<file path="config.mk">
export PLATFORM = sky130hd
export DESIGN_NAME = fbcs_ram
export DESIGN_NICKNAME = d
export VERILOG_FILES = /design/src/rtl/fbcs_ram.sv
export SDC_FILE = /design/constraint.sdc
export NUM_CORES = 1
export LEC_CHECK = 0
export BUFFER_PORTS_ARGS = -buffer_cell sky130_fd_sc_hd__buf_2
export CAP_MARGIN = 20
export CORE_MARGIN = 2
export CORE_UTILIZATION = 55
export CTS_CLUSTER_SIZE = 25
export DETAILED_ROUTE_END_ITERATION = 6
export PLACE_DENSITY = 0.73
export SLEW_MARGIN = 20
export SYNTH_ARGS = -nofsm -noshare
export SYNTH_HDL_FRONTEND = slang
export SYNTH_SLANG_ARGS = --single-unit
</file>
<file path="constraint.sdc">
create_clock -name clk -period 1.74 [get_ports clk]
set_input_delay 0.087 -clock clk [delete_from_list [all_inputs] [get_ports clk]]
set_output_delay 0.087 -clock clk [all_outputs]
set_load 0.03 [all_outputs]
</file>
<file path="src/rtl/fbcs_ram.sv">
// generic single-clock ram: one write port, one read port, registered read
// no dependencies; holds the stored prefix sums
module fbcs_ram #(
  parameter int WIDTH = 8,
  parameter int DEPTH = 16
) (
  input  logic                     clk,
  input  logic                     wr_en,
  input  logic [$clog2(DEPTH)-1:0] wr_addr,
  input  logic [WIDTH-1:0]         wr_data,
  input  logic                     rd_en,
  input  logic [$clog2(DEPTH)-1:0] rd_addr,
  output logic [WIDTH-1:0]         rd_data
);

  logic [WIDTH-1:0] mem [DEPTH];
  logic [WIDTH-1:0] rd_data_r;

  always_ff @(posedge clk) begin
    if (wr_en) begin
      mem[wr_addr] <= wr_data;
    end
    if (rd_en) begin
      rd_data_r <= mem[rd_addr];
    end
  end

  assign rd_data = rd_data_r;

endmodule

</file>
# Word level (Yosys, flattened, before mapping)
# Memories as Yosys holds them, arrays and structs flattened. A register that Yosys moved wholly into a read port is not among the register bits.
# Cells that the tools add are included.
# totals
n_memories,1
output_inout_bits,8
ramBits,128
elab_cells,3
register_bits,0
in_bits,19
# op_classes
muxes,2
# memory_table
memory,depth,word_bits,rd,rd_clocked_by_memory_dff,write_ports,line,source
mem,16,8,1,1,1,16,logic [WIDTH-1:0] mem [DEPTH];
# op_table
operator,n
1-bit two-way mux,2

# Longest topological paths before layout
# Gate-level depths: netlist of the first run.
# logic_depth
ltp_word,2
ltp_mapped,5
mapped_depth_nobuf,3

# Worst setup path before layout of the first run
# Ideal clock, no wire load.
# synth_timing
kind,input to register
startpoint,in wr_addr[2]
endpoint,"mem mem[0][0], enable pin"
path_stages,2
t_arrival_ps,1197
n_path_buf,0
setup_time_ps,383
setup_slack_ps,160
path_cell_list,or3b_2 > nor3_1
# synth_rtl
item,line,source
"start, declared",9,"input logic [$clog2(DEPTH)-1:0] wr_addr,"
"end, declared",16,
# Straight into the memory's write port.

==> out/results.txt, run 1 <==
YS warnings: 0
Post-CTS setup buffer count: 0
Compound-Gate Fraction of Synth Area: 0.02298
Via/cell ratio: 5.738
RSZ-0062 raised after global routing: no
Power Density: 1185 nW/µm²
Final Skew: 0.005152 ns
CTS tree: done
Syn_nets: 248
Starting Density: 0.5657
Placed Area: 5680 µm²
Dpl cells: 402
Hold/Removal Path Class: primary input to flip-flop
CP max FO: 1
Avg Synthesized Cell Area: 22.83 µm²
Worst reg-to-reg setup slack: 0.26 ns
Worst reg2reg path endpoint: rd_data[1]
Clk_lat worst skew: 0.52 ns
Die X: 101.5 µm
Synth Register Bits: 136
GRT Max-Usage Layer: met2
Mux share of post-synthesis cell area: 0.1479
Sequential fraction of the synthesis area: 0.7812
# IOs: 27
Met3 Resource Use GR: 0.06073
Worst Max-Slew Pin Slew: 0.3771 ns
Leak: 2.186 nW
Yosys cell types: 18
Max Slew Vio Count: 0
Largest family of logic cells by synthesized area: multiplexers
Largest net degree at the start of global routing: 33
RD Place Congestion: 0.8540
Simple-gate share of the synthesized area: 0.03135
Core area: 9240 µm²
Total gr overflow: 0
Critical Path End Type: flip-flop
CTS sink cnt: 136
Clk pin slew, worst setup/hold paths: 0.06 ns
Hold EP: mem[4][7]
# rows: 35
Setup_tns: 0 ns
FILL cells: 590
Die height: 101.5 µm
Drt first-iter violations: 207
Endpoints failing hold: 0
Number of CTS-inserted buffers: 17
Met2 usage: 0.3158
Outcome: complete, no violations
Area grow syn2layout: 21.35%
Synthesized instance count: 229
Fin cells: 442
H-tree lvl count: 4
DRT Pass-1 Iters: 5
Post-layout min period: 1.482 ns
Die area: 10,300 µm²
Total wire length: 9533 µm
Final Cell Area: 6344 µm²
First-pass GRT wire length: 14,730 µm
Layout net count: 320
R2R depth: 3
IO buf count: 26
Relative slew slack: 0.7486
Via count: 2,536
Kind of critical path: flip-flop to flip-flop
Power consumption: 7.515 mW
Req. time, crit path: 2.00 ns
Synth Area in XOR/XNOR: 0
Hold depth: 3
Max cap viols: 0
Met1 Usage GRT: 0.2938
Setup crit start kind: flip-flop
# setup viols final: 0
Post-Syn Area: 5228 µm²
Antenna viol nets, final: 0
Peak VDD IR: 0.0007259 V
Crit share post-route: 0.8515
Detail Placement HPWL: 6132 µm
Reg2Reg Launch Point: mem[1][1]
Ant. Diodes: 0
Layout cells sized above 1: 0.3291
DR WL/cell: 21.57 µm
Initial antenna violation count: 0
F_max: 674.9 MHz
CTS Buffer Depth: 2
Critical Path AT: 1.74 ns
Post-Synth Adder-Cell Area: 0
Hold Startpoint: wr_addr[0]
Root Buffer: clkbuf_8
DRC Markers: 0
Number of global-route vias before repair: 2,593
GRT Util Overall: 0.2080
[sequential cells by signal, summed over array words and instances (netlist names)]
| signal | cells |
|---|---|
| rd_data | 8 |
| mem | 128 |
[through the flow]
stage / util / setup WS, ns / hold slack (ns)
floorplan: - / 0.1601 / 0.1859
finish: 0.6865 / 0.2584 / 0.1390
global placement: 0.6148 / 0.1069 / 0.4617
global route: 0.6865 / 0.1751 / 0.1468
detailed placement: 0.6148 / 0.08819 / 0.4656
CTS: 0.6865 / 0.2463 / 0.1152
[critical path, cell delays in order, from the launching register on]
cell	delay [ns]
edfxtp_1	0.35
mux4_1	0.53
a22oi_1	0.26
nand2_1	0.08
[timing repair]
action / CTS / global route
hold endpoints to repair: 136 / 0
hold buffers: 9 / 0
setup endpoints to repair: 0 / 0
gates resized for setup: 0 / 0
[power by group]
part | leakage (nW) | switching [mW] | internal, mW
Combinational | 0.673 | 0.221 | 0.168
Sequential | 1.24 | 0.0200 | 3.69
Clock | 0.277 | 1.26 | 2.15
[placed cells by master, fill, tap and decap left out, types with 2 or more instances in the layout]
master / Yosys / layout
nand3b_1: 2 / 2
buf_12: 0 / 3
a22oi_1: 16 / 16
mux4_2: 18 / 18
bufinv_16: 0 / 3
nor3_1: 4 / 4
buf_2: 3 / 26
buf_4: 1 / 25
nor2_1: 13 / 13
nand2_1: 9 / 9
clkinv_4: 0 / 2
clkinv_2: 0 / 5
mux4_1: 14 / 14
dlygate4sd3_1: 0 / 9
nand2b_1: 2 / 2
clkbuf_16: 0 / 16
clkinvlp_4: 0 / 3
edfxtp_1: 136 / 136
[cell usage after synthesis]
cell             count  area, µm²
edfxtp_1           136       4084
mux4_2              18      405.4
a22oi_1             16      120.1
mux4_1              14      367.9
nor2_1              13      48.80
nand2_1              9      33.78
nor3_1               4      20.02
buf_2                3      15.01
buf_6                3      33.78
clkdlybuf4s25_2      3      30.03
nand2b_1             2      12.51
nand3b_1             2      15.01
and2_1               1      6.260
and2b_1              1      7.510
buf_4                1      7.510
nand3_1              1      5.000
nor2b_1              1      6.260
or3b_2               1      8.760
[cell families (layout without fill, tap and decap cells)]
| group | count (synthesis) | after routing |
|---|---|---|
| DFF | 136 | 136 |
| and+or+nand+nor | 35 | 35 |
| muxes | 32 | 32 |
| AOI/OAI and AO/OA | 16 | 16 |
| buffers and inverters | 10 | 94 |
[worst max-delay path by stage]
| stage | startpoint | endpoint | slack (ns) | cells after the start |
|---|---|---|---|---|
| after CTS | mem[11][7] | rd_data[7] | 0.25 | 3 |
| after global routing | mem[11][7] | rd_data[7] | 0.18 | 3 |
| after global placement | rd_addr[0] | rd_data[1] | 0.11 | 5 |
| final | mem[1][1] | rd_data[1] | 0.26 | 3 |
| after detailed placement | rd_addr[0] | rd_data[5] | 0.09 | 5 |
| after floorplan | wr_addr[2] | mem[0][0] | 0.16 | 2 |
[cell type report]
type	instances	area, µm²	area share
multi-input combinational	83	1057	0.1667
tap	129	161.4	0.02544
clock buffer	17	414.1	0.06529
timing repair buffer	63	467.9	0.07377
clock inverter	14	158.9	0.02505
sequential	136	4084	0.6438
[per-layer routing]
metal,share of wire,vias to the layer above,wire [µm]
met2,0.49,98,4694
met1,0.44,1307,4177
li1,-,1124,-
met5,0,-,0
met4,0.0077,0,73
met3,0.062,7,588
No activity file was read; power rests on OpenSTA's default activity.
==> run 2, diff against run 1 <==
Settings changed: BUFFER_PORTS_ARGS -buffer_cell sky130_fd_sc_hd__buf_2 to -buffer_cell sky130_fd_sc_hd__clkbuf_2.
Clock period 1.74 ns to 1.79 ns, I/O delays scaled along.
==> run 2 against run 1 <==
Clock skew rose by 0.0050 ns. Sequential cell count did not move. Routed wire length rose by 1.7%. Critical path depth did not move. Sequential power fell by 3%. First-iteration DRC count rose by 15%. Clock-buffer cell count rose by 1. Via count fell by 3.0%. Maximum frequency fell by 0.58%. Final area fell by 2.6%. Hold slack got worse by 0.13 ns.
==> out/results.txt, run 2 (synthesized netlist as in run 1, its figures left out) <==
Most common cell after layout, fill and taps aside: edfxtp_1
Hold Startpoint: wr_data[3]
Register share of total power: 0.505
Total gr overflow: 0
CTS Buffer Depth: 2
Area grow syn2layout: 18.24%
Largest net degree at the start of global routing: 27
Initial antenna violation count: 0
# setup viols final: 0
Power consumption: 7.147 mW
Req. time, crit path: 2.04 ns
Most flop-heavy register: mem
Critical Path AT: 1.74 ns
H-tree lvl count: 4
Relative slew slack: 0.5624
Hold EP: mem[3][3]
Via count: 2,460
R2R depth: 3
# rows: 35
FILL cells: 609
Die X: 101.5 µm
Worst reg2reg path endpoint: rd_data[6]
Max cap viols: 0
IO buf count: 26
DR WL/cell: 22.76 µm
DRC Markers: 0
Crit share post-route: 0.8325
CTS tree: done
F_max: 671.0 MHz
Critical Path End Type: flip-flop
Detail Placement HPWL: 6177 µm
Post-CTS setup buffer count: 0
Core area: 9240 µm²
Drt first-iter violations: 239
Combinational power share: 0.051
Endpoints failing hold: 0
Final Skew: 0.01013 ns
Power Density: 1156 nW/µm²
Root Buffer: clkbuf_8
Hold/Removal Path Class: primary input to flip-flop
First-pass GRT wire length: 14,590 µm
Antenna viol nets, final: 0
Starting Density: 0.5657
Multi-input gate area: 1057 µm²
Switching portion of total power: 0.2038
DRT Pass-1 Iters: 4
Outcome: complete, no violations
Hold depth: 1
Clk_lat worst skew: 0.51 ns
Clock network fraction of total power: 0.445
Internal Power: 5.691 mW
Worst Max-Slew Pin Slew: 0.6540 ns
Reg2Reg Launch Point: mem[11][6]
RD Place Congestion: 0.7297
Reg area: 4084 µm²
CTS sink cnt: 136
Number of CTS-inserted buffers: 17
Peak VDD IR: 0.0006073 V
Setup_tns: 0 ns
Sw Pwr: 1.457 mW
Via/cell ratio: 5.775
CP max FO: 1
Layout net count: 304
Setup crit start kind: flip-flop
Most frequent cells in the layout: 136 x edfxtp_1, 26 x clkbuf_2, 18 x mux4_2
Die height: 101.5 µm
Total wire length: 9696 µm
Worst reg-to-reg setup slack: 0.30 ns
Layout cells sized above 1: 0.3165
Dpl cells: 394
RSZ-0062 raised after global routing: no
Clk pin slew, worst setup/hold paths: 0.06 ns
Number of global-route vias before repair: 2,456
Leak: 2.090 nW
Ant. Diodes: 0
GRT Util Overall: 0.2100
Kind of critical path: flip-flop to flip-flop
Largest register FFs: 128
Fin cells: 426
Die area: 10,300 µm²
# IOs: 27
Post-layout min period: 1.490 ns
Max Slew Vio Count: 0
==> run 2: cell count changes in the layout (fill, tap and decap cells not counted) <==
cell           change
buf_2             -26
clkinv_4           -1
clkinvlp_4         +3
bufinv_16          -1
dlygate4sd3_1      -8
buf_4              -8
clkinv_2           -2
clkbuf_1           +1
clkbuf_2          +26
==> run 2: area by class of cell <==
class | count | share of cell area
Timing Repair Buffer | 47 | 0.05304
Clock buffer | 18 | 0.06761
Clock inverter | 13 | 0.02146
Tap cell | 129 | 0.02611
Sequential cell | 136 | 0.6607
Multi-Input combinational cell | 83 | 0.1711
==> run 2: what timing repair did <==
item,in CTS,in global routing
hold buffers,1,0
resized for setup,0,0
endpoints found under the hold margin,8,0
endpoints found under the setup margin,0,0
==> run 2: layer usage <==
layer / vias to the layer above / GRT usage / part of all wire
met5: - / 0 / 0
met4: 0 / 0.09356 / 0.018
met3: 12 / 0.05038 / 0.084
met2: 112 / 0.3046 / 0.48
met1: 1241 / 0.3102 / 0.41
li1: 1095 / - / -
==> run 2: worst max-delay path, cell delays in order (launching register included) <==
cell	delay [ns]
edfxtp_1	0.36
mux4_2	0.47
a22oi_1	0.32
nand2_1	0.08
==> run 2: power groups by stage <==
| stage | combinational (mW) | sequential, mW | clock [mW] |
|---|---|---|---|
| after floorplan | 0.181 | 3.70 | 0 |
| after global placement | 0.359 | 3.67 | 0 |
| after detailed placement | 0.366 | 3.67 | 0 |
| after CTS | 0.369 | 3.61 | 3.22 |
| after global routing | 0.391 | 3.61 | 3.35 |
| final | 0.362 | 3.61 | 3.18 |
==> run 2: metrics by stage <==
stage            util  instance area (µm²)  setup slack (ns)  hold slack [ns]
2_1_floorplan       -                 5228            0.2076           0.1884
3_3_place_gp   0.6083                 5620            0.1295           0.5170
3_5_place_dp   0.6083                 5620            0.1330           0.5262
4_1_cts        0.6689                 6181            0.2846         0.003878
5_1_grt        0.6689                 6181            0.2186          0.02069
6_report       0.6689                 6181            0.2998         0.006512
==> run 2: worst max path at each step <==
stage                          start         end  slack, ns  depth (start not counted)
after global placement    rd_addr[0]  rd_data[0]       0.13                          5
after floorplan           wr_addr[2]   mem[0][0]       0.21                          2
after global routing       mem[9][3]  rd_data[3]       0.22                          3
final                     mem[11][6]  rd_data[6]       0.30                          3
after detailed placement  rd_addr[0]  rd_data[0]       0.13                          5
after CTS                 mem[11][6]  rd_data[6]       0.28                          3
==> run 3, diff against run 2 <==
Clock period 1.79 ns to 1.5 ns, I/O delays scaled along.
==> run 3 against run 2 <==
Cell count is 2.6% higher. Critical endpoint unchanged. Highest routed layer unchanged. Setup slack lost 0.26 ns. Clock skew is 0.0026 ns lower. Non-clock buffer count increased by 10. Largest power group unchanged. Global-route usage increased by 2.9 points. Final area rose by 3.0%. Via count increased by 4.7%. Power rose by 26%.
==> out/results.txt, run 3 (synthesized netlist as in run 1, its figures left out) <==
Kind of critical path: flip-flop to flip-flop
Largest register FFs: 128
Ant. Diodes: 0
Root Buffer: clkbuf_8
DR WL/cell: 24.99 µm
RSZ-0062 raised after global routing: no
Number of global-route vias before repair: 2,701
Core area: 9240 µm²
Total gr overflow: 0
Detail Placement HPWL: 6175 µm
GRT Util Overall: 0.2388
Layout net count: 314
Die area: 10,300 µm²
Setup crit start kind: flip-flop
Post-layout min period: 1.463 ns
Via/cell ratio: 5.892
RD Place Congestion: 0.7574
CTS Buffer Depth: 2
Outcome: complete, no violations
CTS sink cnt: 136
Endpoints failing hold: 0
F_max: 683.4 MHz
H-tree lvl count: 4
Area grow syn2layout: 21.83%
Setup_tns: 0 ns
Final core utilization: 0.6892
# IOs: 27
Number of CTS-inserted buffers: 17
Total wire length: 10,920 µm
Antenna viol nets, final: 0
Crit share post-route: 0.9755
Starting Density: 0.5657
Final Cell Area: 6369 µm²
# setup viols final: 0
Worst Max-Slew Pin Slew: 0.5467 ns
First-pass GRT wire length: 16,390 µm
Max Slew Vio Count: 0
Die height: 101.5 µm
DRC Markers: 0
# rows: 35
IO buf count: 26
Most common cell after layout, fill and taps aside: edfxtp_1
Via count: 2,575
Drt first-iter violations: 240
Req. time, crit path: 1.73 ns
Final Skew: 0.007506 ns
Most frequent cells in the layout: 136 x edfxtp_1, 26 x clkbuf_2, 21 x mux4_2
Clk pin slew, worst setup/hold paths: 0.06 ns
CP max FO: 1
Power Density: 1417 nW/µm²
Layout cells sized above 1: 0.3506
Critical Path AT: 1.70 ns
Leak: 2.170 nW
Clk_lat worst skew: 0.51 ns
Placed Area: 5660 µm²
Relative slew slack: 0.6356
Most flop-heavy register: mem
Critical Path End Type: flip-flop
DRT Pass-1 Iters: 5
Hold/Removal Path Class: primary input to flip-flop
Largest net degree at the start of global routing: 18
WHS: 0.02460 ns
Max cap viols: 0
Peak VDD IR: 0.0006734 V
CTS tree: done
Die X: 101.5 µm
Initial antenna violation count: 0
run 3: metrics by stage:
step	power (mW)	cells	setup slack (ns)
6_report	9.027	437	0.03668
5_1_grt	9.253	437	0.001443
4_1_cts	9.085	437	0.0006771
3_5_place_dp	4.825	397	-0.1284
3_3_place_gp	4.813	397	-0.07466
2_1_floorplan	4.632	229	0.1426
run 3: timing repair:
action | CTS | global route
cloned | 0 | 0
resized for setup | 2 | 6
hold endpoints to repair | 120 | 0
hold buffers | 8 | 0
endpoints found under the setup margin | 2 | 4
pin swaps | 0 | 1
buffers inserted | 0 | 0
run 3: layout make-up:
class | instances | area (µm²)
Sequential cell | 136 | 4084
Fill cell | 571 | 2872
Multi-Input combinational cell | 83 | 1076
Timing Repair Buffer | 57 | 432.9
Clock buffer | 17 | 414.1
Clock inverter | 15 | 200.2
Tap cell | 129 | 161.4
run 3: routing by layer:
metal / track usage / routed length [µm] / part of all wire
met5: 0 / 0 / 0
met4: 0.1154 / 252 / 0.023
met3: 0.05866 / 918 / 0.084
met2: 0.3704 / 5558 / 0.51
met1: 0.3237 / 4193 / 0.38
run 3: path summary, 6_finish.rpt:
kind,startpoint,end,slack (ns),cells after the start
worst max-delay path,mem[11][6],rd_data[6],0.04,3
worst min-delay path,wr_data[0],mem[5][0],0.02,1
worst max register to register,mem[11][6],rd_data[6],0.04,3
worst min register to register,mem[14][1],rd_data[1],0.76,3
run 3: report_power, final:
group          internal (mW)  total (mW)  leakage [nW]  switching (mW)
sequential              4.28        4.31          1.24          0.0271
clock                   2.70        4.25         0.293            1.54
combinational          0.199       0.472         0.641           0.273
total                   7.19        9.03          2.17            1.84
run 3: critical path, cell delays in order (launching register included):
cell	delay, ns
edfxtp_1	0.36
mux4_2	0.51
a22oi_2	0.19
nand2_1	0.13
